File: src/rtl/core/rtfp_pkg.sv
// Shared types and constants for the RGB565 triangle fade pixel block.
package rtfp_pkg;

	localparam int COORD_BITS = 6;

	// Division cell counts: period, phase remainder, phase fraction
	localparam int DIV1_CELLS = 24;
	localparam int DIV2_CELLS = 32;
	localparam int DIV3_CELLS = 16;
	localparam int NUM_CELLS  = DIV1_CELLS + DIV2_CELLS + DIV3_CELLS;

	localparam logic [15:0] BASE_PERIOD_RST = 16'd1000;

	typedef struct packed {
		logic [31:0]           time_ms;
		logic [31:0]           offset_ms;
		logic [15:0]           speed_q8;
		logic [15:0]           start_color;
		logic [15:0]           end_color;
		logic [COORD_BITS-1:0] pos_x;
		logic [COORD_BITS-1:0] pos_y;
	} pix_in_t;

	typedef struct packed {
		logic [COORD_BITS-1:0] out_x;
		logic [COORD_BITS-1:0] out_y;
		logic [15:0]           out_color;
	} pix_out_t;

	// Everything one item carries down the row of division cells
	typedef struct packed {
		logic [23:0]           rem;
		logic [23:0]           dvsr;
		logic [31:0]           dvnd;
		logic [23:0]           quot;
		logic [31:0]           aux;
		logic                  hold;
		logic [15:0]           start_color;
		logic [15:0]           end_color;
		logic [COORD_BITS-1:0] pos_x;
		logic [COORD_BITS-1:0] pos_y;
	} lane_t;

	// Per-cell control from the top level
	typedef struct packed {
		logic en;
		logic valid;
	} cell_ctl_t;

endpackage

File: src/rtl/core/rtfp_div_cell.sv
// One restoring-division cell: one quotient bit per item, registered.
module rtfp_div_cell (
	input  logic               clk,
	input  logic               arst_n,
	input  rtfp_pkg::cell_ctl_t ctl,
	input  rtfp_pkg::lane_t    lane_in,
	output logic               valid_s1,
	output rtfp_pkg::lane_t    lane_s1
);
	import rtfp_pkg::*;

	logic [24:0] trial;
	logic [25:0] diff;
	logic        fits;
	lane_t       lane_nxt;

	always_comb begin
		trial    = {lane_in.rem, lane_in.dvnd[31]};
		diff     = {1'b0, trial} - {2'b00, lane_in.dvsr};
		fits     = !diff[25];
		lane_nxt = lane_in;
		lane_nxt.rem  = fits ? diff[23:0] : trial[23:0];
		lane_nxt.dvnd = {lane_in.dvnd[30:0], 1'b0};
		lane_nxt.quot = {lane_in.quot[22:0], fits};
	end

	always_ff @(posedge clk or negedge arst_n) begin
		if (!arst_n) begin
			valid_s1 <= 1'b0;
		end else if (ctl.en) begin
			valid_s1 <= ctl.valid;
		end
	end

	// Payload: advance with the row, no reset
	always_ff @(posedge clk) begin
		if (ctl.en) begin
			lane_s1 <= lane_nxt;
		end
	end

endmodule

File: config.mk
export PLATFORM = sky130hd
export DESIGN_NAME = rtfp_div_cell
export DESIGN_NICKNAME = d
export VERILOG_FILES = /design/src/rtl/core/rtfp_pkg.sv /design/src/rtl/core/rtfp_div_cell.sv
export SDC_FILE = /design/constraint.sdc
export NUM_CORES = 1
export LEC_CHECK = 0
export ABC_AREA = 0
export BUFFER_PORTS_ARGS = -buffer_cell sky130_fd_sc_hd__buf_4
export CORE_MARGIN = 1.5
export CORE_UTILIZATION = 35
export CTS_BUF_LIST = sky130_fd_sc_hd__clkbuf_4
export DETAILED_ROUTE_END_ITERATION = 10
export SYNTH_ARGS = -nofsm -noshare
export SYNTH_HDL_FRONTEND = slang
export SYNTH_SLANG_ARGS = --single-unit
export TNS_END_PERCENT = 5
File: constraint.sdc
create_clock -name clk -period 0.9 [get_ports clk]
set_clock_uncertainty 0.05 [all_clocks]
set_input_delay 0.045 -clock clk [delete_from_list [all_inputs] [get_ports clk]]
set_output_delay 0.045 -clock clk [all_outputs]
set_load 0.02 [all_outputs]
Yosys cells after proc, flatten, opt, wreduce, memory -nomap -nowiden

Cells that the tools add are included.
W data, S select, Z words.

Latch bits: 0
Memories kept: 0
Bits in writable memories: 0
Output and inout port bits: 182
Logic and storage cells: 14
Bits of input ports: 185
ROM bits: 0
Register bits after elaboration: 181

Equality and inequality tests: 0
Div/mod/pow operators: 0
Bitwise operators: 0
Add/subtract/negate cells: 1
Order comparisons: 0
Reductions and logical operators: 1
Multipliers: 0
Multiplexer cells: 1
Shift operators: 0

Operators by type and width:

| operator         | count |
|---|---|
| $sub A25 B24 Y26 | 1 |
| $mux W24         | 1 |
| $logic_not A1 Y1 | 1 |

Logic depth before layout (Yosys ltp)

Depth in word-level cells: 2
Mapped depth: 12
Gate-level depth less buffers: 10

Worst setup path before layout

Ideal clock, no wire load.

Kind: input -> register
Start: in lane_in[132] in the netlist's numbering
End: reg lane_s1[177] in the netlist's numbering, data pin
Library setup time: 0.260 ns
Cell stages on the path: 10
Path buffers: 0
Path slack: -1.575 ns
Arrival: 2.165 ns
Data required time: 0.590 ns
Path through: inv_1 ha_1 fa_1 nand2b_1 a2111oi_0 o41a_1 nor2_1 o41ai_1 xor2_1 mux2_4

RTL lines:

| element              | line                | text |
|---|---|---|
| start, declared      | rtfp_div_cell.sv:6  | `input rtfp_pkg::lane_t lane_in,` |
| end signal, assigned | rtfp_div_cell.sv:38 | `lane_s1 <= lane_nxt;` |
| end, declared        | rtfp_div_cell.sv:8  | `output rtfp_pkg::lane_t lane_s1` |

==> results.yml <==
critical_path:
  worstPathBufferInverterCount: 3
  reg2regPathDepth: 1
  rrSetupSlack_ns: 0.08
  crit_family: "compound AO/OA/AOI/OAI gates"
  crit_chain: "buf_4 -> inv_1 -> ha_4 -> a21oi_2 -> o21ai_2 -> a21o_1 -> a21o_1 -> a211o_1 -> a21o_4 -> buf_12 -> mux2_4"
  crit_arrival_ns: 2.02
  critPathMaxFanout: 7
  crit_top_cell: "a21o_1"
  cp_slowest_cell: "a211o_1"
  max_stage_delay_ns: 0.29
  required_ns: 1.15
  crit_type: "in2reg"
  startpoint_type: "primary input"
  cp.depth: 11
  endpoint_kind: "register"
synthesis:
  synth.distinct_cells: 59
  syn_area_per_cell_sq_um: 17.33
  syn_inst: 428
  yosysTopAreaCellShare_pct: 72.87
  synth_edf_count: 180
  yosysWarnings: 0
  synth_ff_type: "edfxtp_1"
  ys_ff_latch: 181
  synthesis.nets: 638
  synth_area_leaders: "edfxtp_1, ha_1, mux2_4"
  netlist_area_sq_mm: 0.007417
  seq_area_frac_synth_pct: 73.21
  async_flop_share_pct: 0.5525
  synth_top_cell_by_area: "edfxtp_1"
detailed_routing:
  viasPerCell: 4.623
  vias: 6319
  antenna_left: 0
  drtPass1Iterations: 5
  drtIter0Drc: 347
  wirelength_mm: 27.41
  wl_per_cell_um: 20.05
  route.detailed.drc: 0
clock_tree:
  numClockSinks: 181
  clk_path_buf_depth: 2
  h-tree-depth: 4
  cts_buffers: 17
  ctsRootBufferMaster: "clkbuf_4"
  tritoncts: "yes"
  path_clk_slew_ns: 0.16
  clock_latency_ns: 0.57
finish:
  area_delta_synth_final_pct: 92.83
  fill_cells: 1388
  instances_no_fill: 1367
  fin_util_pct: 68.47
  final_layout_size_suffix_gt1_share_pct: 52.80
  finalNetCount: 1288
floorplanning:
  initial_core_util_pct: 35.51
  die_w_um: 148.6
  die_height_um: 148.6
  io_pins: 367
  core_sq_mm: 0.02089
  core.rowCount: 53
  dieArea_sq_mm: 0.02207
sta:
  period_share_pct: 196.7
  setup_ws_ns: -0.8704
  fmax_ghz: 0.5649
  hold_viol_final: 5
  tns_ns: -95.18
  layout_min_cycle_time_ns: 1.770
  setup_viol: 253
  slew_violations: 0
  rsz0062_at_grt: "yes"
  whs_ns: -0.3870
global_route:
  antenna_found_initial: 1
  grt_max_degree: 65
  grt_overflow_total: 0
  grt_use_met2_pct: 43.47
  grt_usage_pct: 24.20
  top_usage_layer: "met2"
  grt_pass1_wl_mm: 39.46
  grt_use_met1_pct: 26.62
  grt_pass1_vias: 6692
  met3_usage_pct: 6.902
run_status:
  status: "finished, violations left"
  violations: "negative hold slack, negative setup slack"
power:
  p_per_area_mw_per_mm2: 1520
  static-leakage-power_nw: 6.172
  vdd_ir_drop_max_v: 0.0006988
placed_design:
  gp_congestion: 0.8748
  placed_cells: 1142
  io_buffers: 364
  dp_hpwl_mm: 18.10
hold_path:
  holdPathStages: 1
  min_path_type: "in2reg"
job:
  max_cap_viol_count: 0
==> worst paths after layout <==
| kind | start | endpoint |
|---|---|---|
| max in group asynchronous | arst_n | valid_s1 |
| min | lane_in[133] | lane_s1[133] |
| max | lane_in[151] | lane_s1[167] |
| min reg2reg | valid_s1 | valid_s1 |
| max reg2reg | valid_s1 | valid_s1 |
| min in group asynchronous | arst_n | valid_s1 |
==> layer usage <==
metal / share of wire [%] / vias up
li1: - / 2939
met1: 35 / 3027
met2: 53 / 293
met3: 8.2 / 60
met4: 3.8 / 0
met5: 0 / -
==> cells in the final DEF (no fill, tap or decap), types with 5 or more instances in the layout <==
master	netlist	routed
nand3_1	6	6
nand4_1	5	5
nand2_1	15	14
a21o_1	11	10
a21oi_1	16	11
inv_1	27	18
buf_6	2	191
inv_4	0	5
inv_8	0	5
clkbuf_4	0	18
o21ai_0	11	7
xor2_1	5	5
xnor2_1	13	12
ha_1	24	12
ha_4	0	12
mux2_4	17	18
edfxtp_1	180	180
nor2_1	12	10
dlygate4sd3_1	0	181
buf_4	2	267
==> registers in the layout, summed over array words and instances, names as in the netlist <==
signal,flops
lane_s1,180
valid_s1,1
==> stage by stage <==
stage | hold slack, ns | setup slack [ns] | total power, W | area, sq um
floorplan | -0.3006 | -1.359 | 0.01305 | 7641
global placement | -0.2266 | -1.549 | 0.01562 | 11210
detailed placement | -0.2283 | -1.609 | 0.01570 | 11210
CTS | -0.4458 | -0.8207 | 0.02165 | 14190
global route | -0.4556 | -0.8784 | 0.02258 | 14300
finish | -0.3870 | -0.8704 | 0.02173 | 14300
==> synthesized netlist by cell type, types with 3 or more instances <==
master       n
nand2b_1     3
and3_1       4
mux2_2       5
clkbuf_2     4
nor3_1       6
mux2_4      17
a211oi_1     4
edfxtp_1   180
a211o_1      3
ha_1        24
a21oi_1     16
xor2_1       5
bufbuf_16    3
nor2_1      12
nand4_1      5
a31oi_1      4
nand3_1      6
o21a_1       4
inv_1       27
nand2_1     15
o21ai_0     11
a21o_1      11
o31ai_1      3
xnor2_1     13
==> power breakdown <==
group	switching [W]	internal [W]	total, W
clock	0.00333	0.00132	0.00465
sequential	0.000397	0.0102	0.0106
combinational	0.00287	0.00365	0.00652
==> cell type report <==
class                           instances  area, sq um  area share [%]
Tap cell                              275        344.1           2.406
Inverter                               27        118.9          0.8311
Multi-Input combinational cell        203         1983           13.87
Clock buffer                           18        135.1          0.9448
Antenna cell                            1        2.502         0.01750
Timing Repair Buffer                  648         6132           42.87
Sequential cell                       181         5430           37.97
Clock inverter                         14        156.4           1.094
==> repair_timing <==
action,CTS,global route
buffers inserted,6,3
pin swaps,16,2
hold endpoints to repair,317,23
gates cloned,1,0
setup endpoints to repair,206,387
hold buffers,181,1
gates resized for setup,208,19
==> cell families (layout without fill, tap and decap cells) <==
group	count (synthesis)	in the layout	synth area share (%)
flops	181	181	73.21
compound gates	76	76	7.305
simple gates	59	59	3.964
buf+inv	44	707	4.555
fa+ha+maj	25	25	4.319
mux	24	24	4.470
xor+xnor	18	18	2.125
other cells	1	2	0.05056
Power figures use the tool's default switching activity.
