==> src/rtl/core/rtfp_pkg.sv <==
// Shared types and constants for the RGB565 triangle fade pixel block.
package rtfp_pkg;

	localparam int COORD_BITS = 6;

	// Division cell counts: period, phase remainder, phase fraction
	localparam int DIV1_CELLS = 24;
	localparam int DIV2_CELLS = 32;
	localparam int DIV3_CELLS = 16;
	localparam int NUM_CELLS  = DIV1_CELLS + DIV2_CELLS + DIV3_CELLS;

	localparam logic [15:0] BASE_PERIOD_RST = 16'd1000;

	typedef struct packed {
		logic [31:0]           time_ms;
		logic [31:0]           offset_ms;
		logic [15:0]           speed_q8;
		logic [15:0]           start_color;
		logic [15:0]           end_color;
		logic [COORD_BITS-1:0] pos_x;
		logic [COORD_BITS-1:0] pos_y;
	} pix_in_t;

	typedef struct packed {
		logic [COORD_BITS-1:0] out_x;
		logic [COORD_BITS-1:0] out_y;
		logic [15:0]           out_color;
	} pix_out_t;

	// Everything one item carries down the row of division cells
	typedef struct packed {
		logic [23:0]           rem;
		logic [23:0]           dvsr;
		logic [31:0]           dvnd;
		logic [23:0]           quot;
		logic [31:0]           aux;
		logic                  hold;
		logic [15:0]           start_color;
		logic [15:0]           end_color;
		logic [COORD_BITS-1:0] pos_x;
		logic [COORD_BITS-1:0] pos_y;
	} lane_t;

	// Per-cell control from the top level
	typedef struct packed {
		logic en;
		logic valid;
	} cell_ctl_t;

endpackage

==> src/rtl/core/rtfp_blend.sv <==
// Triangle fold of the phase fraction and per-channel RGB565 blend.
module rtfp_blend (
	input  logic [15:0] frac,
	input  logic        hold,
	input  logic [15:0] start_color,
	input  logic [15:0] end_color,
	output logic [15:0] color
);
	import rtfp_pkg::*;

	logic [16:0] prog;
	logic [16:0] down;
	logic [5:0]  r_mix;
	logic [5:0]  g_mix;
	logic [5:0]  b_mix;

	function automatic logic [5:0] mix6(input logic [5:0] a, input logic [5:0] b,
		input logic [16:0] p);
		logic [16:0] q;
		logic [23:0] acc;
		q   = 17'h10000 - p;
		acc = 24'(a * q) + 24'(b * p);
		return acc[21:16];
	endfunction

	always_comb begin
		down = 17'h10000 - {1'b0, frac};
		if (hold) begin
			prog = '0;
		end else if (!frac[15]) begin
			prog = {frac, 1'b0};
		end else begin
			prog = {down[15:0], 1'b0};
		end
		r_mix = mix6({1'b0, start_color[15:11]}, {1'b0, end_color[15:11]}, prog);
		g_mix = mix6(start_color[10:5], end_color[10:5], prog);
		b_mix = mix6({1'b0, start_color[4:0]}, {1'b0, end_color[4:0]}, prog);
		color = {r_mix[4:0], g_mix, b_mix[4:0]};
	end

endmodule

==> config.mk <==
export PLATFORM = sky130hd
export DESIGN_NAME = rtfp_blend
export DESIGN_NICKNAME = d
export VERILOG_FILES = /design/src/rtl/core/rtfp_pkg.sv /design/src/rtl/core/rtfp_blend.sv
export SDC_FILE = /design/constraint.sdc
export NUM_CORES = 1
export LEC_CHECK = 0
export ABC_AREA = 1
export BUFFER_PORTS_ARGS = -buffer_cell sky130_fd_sc_hd__buf_4
export CAP_MARGIN = 20
export CORE_UTILIZATION = 45
export DETAILED_ROUTE_END_ITERATION = 16
export SYNTH_ARGS = -nofsm -noshare
export SYNTH_HDL_FRONTEND = slang
export SYNTH_SLANG_ARGS = --single-unit
==> constraint.sdc <==
create_clock -name vclk -period 6.67
set_input_delay 0 -clock vclk [all_inputs]
set_output_delay 0 -clock vclk [all_outputs]
set_load 0.005 [all_outputs]
After elaboration in Yosys (flattened, before gate mapping). Index checks and enable logic that the tools add are counted.

Add/subtract/negate cells: 5. Multipliers: 6. Mux-type cells: 2.

Operators with widths (count): multiplier 5 x 17 -> 21 bit (4); multiplier 6 x 17 -> 22 bit (2); adder 21 bit (2); 2-to-1 mux 17 bit (2); adder 22 bit (1); subtractor 17 bit, first input constant (1); subtractor 1 x 16 -> 16 bit, first input constant (1).

Register bits after elaboration: 0. Bits of input ports: 49. Word-level logic and storage cells: 13.

Logic depth before layout (Yosys ltp).
Word-level depth: 6. Mapped depth: 37.

Least setup slack after synthesis. No wires, ideal clock.

Kind: in2out. Start: input frac[0]. End: output color[7]. Data arrival time: 5.926 ns. Data required time: 6.670 ns. Path slack: 0.744 ns. Cell stages on the path: 30. Buffers on the path: 2. Cell sequence: inv_1 ha_1 nor2_1 nor2_1 nand2_2 clkbuf_1 ha_1 nand4_1 nor2_4 nand3_2 nor2_2 inv_1 o21ai_1 nand2_1 inv_2 buf_6 nand2_1 fa_1 fa_1 inv_1 fa_1 fa_1 inv_1 fa_1 inv_1 ha_1 nand2_1 or4_1 o21ai_0 xor2_1.

Word-level cells in the longest chain between the ends: 6.

Ends and longest elaborated chain: start: declaration (line rtfp_blend.sv:3) `input logic [15:0] frac,`; subtractor 1 x 16 -> 16 bit (line rtfp_blend.sv:27) `down = 17'h10000 - {1'b0, frac};`; 2-to-1 mux 17 bit (*) (line rtfp_blend.sv:30) `end else if (!frac[15]) begin`; 2-to-1 mux 17 bit (*) (line rtfp_blend.sv:28) `if (hold) begin`; subtractor 17 bit (line rtfp_blend.sv:21) `q = 17'h10000 - p;`; multiplier 6 x 17 -> 22 bit (line rtfp_blend.sv:22) `acc = 24'(a * q) + 24'(b * p);`; adder 22 bit (*) (line rtfp_blend.sv:22); end: declaration (line rtfp_blend.sv:7) `output logic [15:0] color`.

Every way passes the cells marked *; elsewhere a longest branch is shown, timed or not.

Worst setup path in the final report.
Start: input frac[0]. End: output color[14].

Word-level cells in the longest chain between the ends: 6.

Ends and longest elaborated chain (line): subtractor 1 x 16 -> 16 bit (rtfp_blend.sv:27); 2-to-1 mux 17 bit (*) (rtfp_blend.sv:30); 2-to-1 mux 17 bit (*) (rtfp_blend.sv:28); subtractor 17 bit (rtfp_blend.sv:21); multiplier 5 x 17 -> 21 bit (rtfp_blend.sv:22); adder 21 bit (*) (rtfp_blend.sv:22).

Marked as above.

==> results.py <==
metrics = {
    "final_layout": {
        "nFillCells": 3366,
        "seq_area_um2": 0,
        "final_nets": 2546,
        "fin_area_mm2": 0.0165,
        "insertedDiodeCount": 0,
        "final_util_pct": 50.3,
        "area_growth_pct": 8.86,
        "final_cell_mix": "483 x inv_1, 376 x nand2_1, 374 x fa_1",
        "seq_cell_count": 0,
        "drive_above_1_share_pct": 9.59,
        "clock_buffers": 0,
        "final_common_cell": "inv_1",
    },
    "detailed_routing": {
        "vias": 12700,
        "drc": 0,
        "wirelength_um": 42900,
        "ant_nets": 0,
        "drt_iter0_drc": 979,
        "routed_wire_length_per_instance_um": 17.6,
        "viasPerCell": 5.20,
        "firstDrtPassIters": 6,
    },
    "floorplan": {
        "die_h_um": 186,
        "coreArea_mm2": 0.0329,
        "io_pins": 65,
        "num_rows": 66,
        "initial_core_util_pct": 46.2,
        "die_w_um": 186,
        "die_area_mm2": 0.0345,
    },
    "logic_synthesis": {
        "synth_area_mm2": 0.0152,
        "synth.distinct_cells": 47,
        "syn-num-nets": 2489,
        "yosys_warnings": 0,
        "syn_inst": 1948,
        "synth_top_area_share_pct": 49.5,
        "yosysSeqAreaShare_pct": 0,
        "yosys.area.top_type": "fa_1",
        "avgSynthCellArea_um2": 7.79,
        "synth.area.top_cells": "fa_1 49%, inv_1 12%, ha_1 9.6%, nand2_1 9.3%, nor2_1 6.5%",
    },
    "placement": {
        "portBuffers": 65,
        "gp_congestion": 0.937,
        "post_dp_cell_area_mm2": 0.0162,
        "hpwl_um": 37100,
    },
    "worst_setup_path": {
        "arrival_ns": 6.40,
        "crit_required_ns": 6.67,
        "criticalPathCategory": "primary input to output port",
        "crit_path_end_kind": "output port",
        "critPathLaunchType": "primary input",
        "worst_path_largest_cell_delay_ns": 0.55,
        "cpMostUsedCell": "nand2_1",
        "worst-path-max-fanout": 12,
        "cpMaxStageDelayCell": "fa_1",
    },
    "min_path": {
        "hp-class": "primary input to output port",
    },
    "clocking": {
        "hold_buffers": 0,
    },
    "sta": {
        "fin_tns_setup_ns": 0,
        "final-hold-violation-count": 0,
        "rsz0062_at_grt": "true",
        "fmax_mhz": 156,
        "slew-limit-headroom_pct": 55.1,
        "fin_crit_ns": 6.40,
        "fin_crit_sh_pct": 95.9,
        "finalMaxSlewViolations": 0,
        "tightest_slew_ns": 0.673,
        "whs_ns": 0.517,
        "setup_viol": 0,
    },
    "global_routing": {
        "busiest_layer": "met2",
        "grt_use_met1_pct": 39.0,
        "grt-ovfl-total": 0,
        "grt_pass1_vias": 13100,
        "track_usage_pct": 26.6,
        "grt_pass1_wl_um": 70200,
        "gr-usage-met3_pct": 3.13,
        "use_met2_pct": 42.6,
        "grt_max_degree": 24,
        "antenna_found_initial": 0,
    },
    "power": {
        "p_leak_uw": 0.00911,
        "p_total_uw": 7450,
        "power_density_mw_per_mm2": 451,
        "irDropWorstVdd_mv": 0.883,
    },
    "run": {
        "drv_cap": 0,
    },
    "status": {
        "outcome": "finished, final reports clean",
    },
}
## power breakdown
group / switching [uW] / leakage, uW / internal, uW
Clock: 0 / 0 / 0
Combinational: 4250 / 0.00911 / 3200
Sequential: 0 / 0 / 0
Total: 4250 / 0.00911 / 3200
## metal layers
metal	vias up	wire [um]
li1	5777	-
met1	6438	19000
met2	456	19700
met3	52	3420
met4	0	807
met5	-	0
## kinds of logic after synthesis
kind of cell	after synthesis	share of synthesized area (%)
AOI/OAI and AO/OA	96	3.52
xor gates and xnor gates	23	1.51
adders and majority gates	492	59.1
buffers and inverters	569	14.6
and+or+nand+nor	768	21.3
## cells in the mapped netlist, types with 2 or more instances
| cell | number |
|---|---|
| buf_2 | 7 |
| xnor3_1 | 2 |
| buf_1 | 4 |
| nor4_1 | 7 |
| clkinv_1 | 3 |
| xnor2_1 | 6 |
| xor2_1 | 15 |
| nor2_1 | 264 |
| clkbuf_1 | 53 |
| o31ai_1 | 3 |
| or2_2 | 2 |
| nand2_1 | 376 |
| o21ai_0 | 32 |
| nand3_2 | 12 |
| ha_1 | 117 |
| nor2_4 | 4 |
| a41oi_1 | 2 |
| nand2_2 | 6 |
| nor2_2 | 6 |
| nor3_1 | 5 |
| inv_2 | 6 |
| inv_1 | 487 |
| nand4_1 | 17 |
| buf_6 | 8 |
| a21oi_1 | 47 |
| a31oi_1 | 2 |
| a211oi_1 | 2 |
| nand3_1 | 60 |
| fa_1 | 375 |
## timing repair
action	4_1_cts	5_1_grt
gates resized for setup	0	40
setup buffers	0	15
endpoints found under the setup margin	0	14
## worst max-delay path, delay by kind of cell
| kind | cells | cell delay (ns) |
|---|---|---|
| adder cells (fa/ha/maj) | 7 | 2.91 |
| AND/OR/NAND/NOR | 12 | 1.30 |
| buffers and inverters | 9 | 1.26 |
| AO/OA/AOI/OAI | 3 | 0.69 |
| XOR/XNOR | 1 | 0.22 |
## cell type report
cell class	count	area (um2)	area share (%)
multi-input cells	1379	13100	79.3
inverters	496	1890	11.4
well taps	442	553	3.35
repair buffers	127	977	5.92
repair inverters	1	5.00	0.0303
## stage by stage
stage | cells | setup slack, ns
CTS | 2429 | 0.0831
detailed placement | 2429 | 0.0942
global route | 2445 | -0.0842
finish | 2445 | 0.273
global placement | 2429 | 0.266
floorplan | 1948 | 0.744
## final timing paths
path              cells after the start   endpoint           start  slack (ns)
setup / recovery                     32  color[14]         frac[0]        0.27
hold / removal                        5   color[4]  start_color[4]        0.52
(Power assumes the default switching activity.)
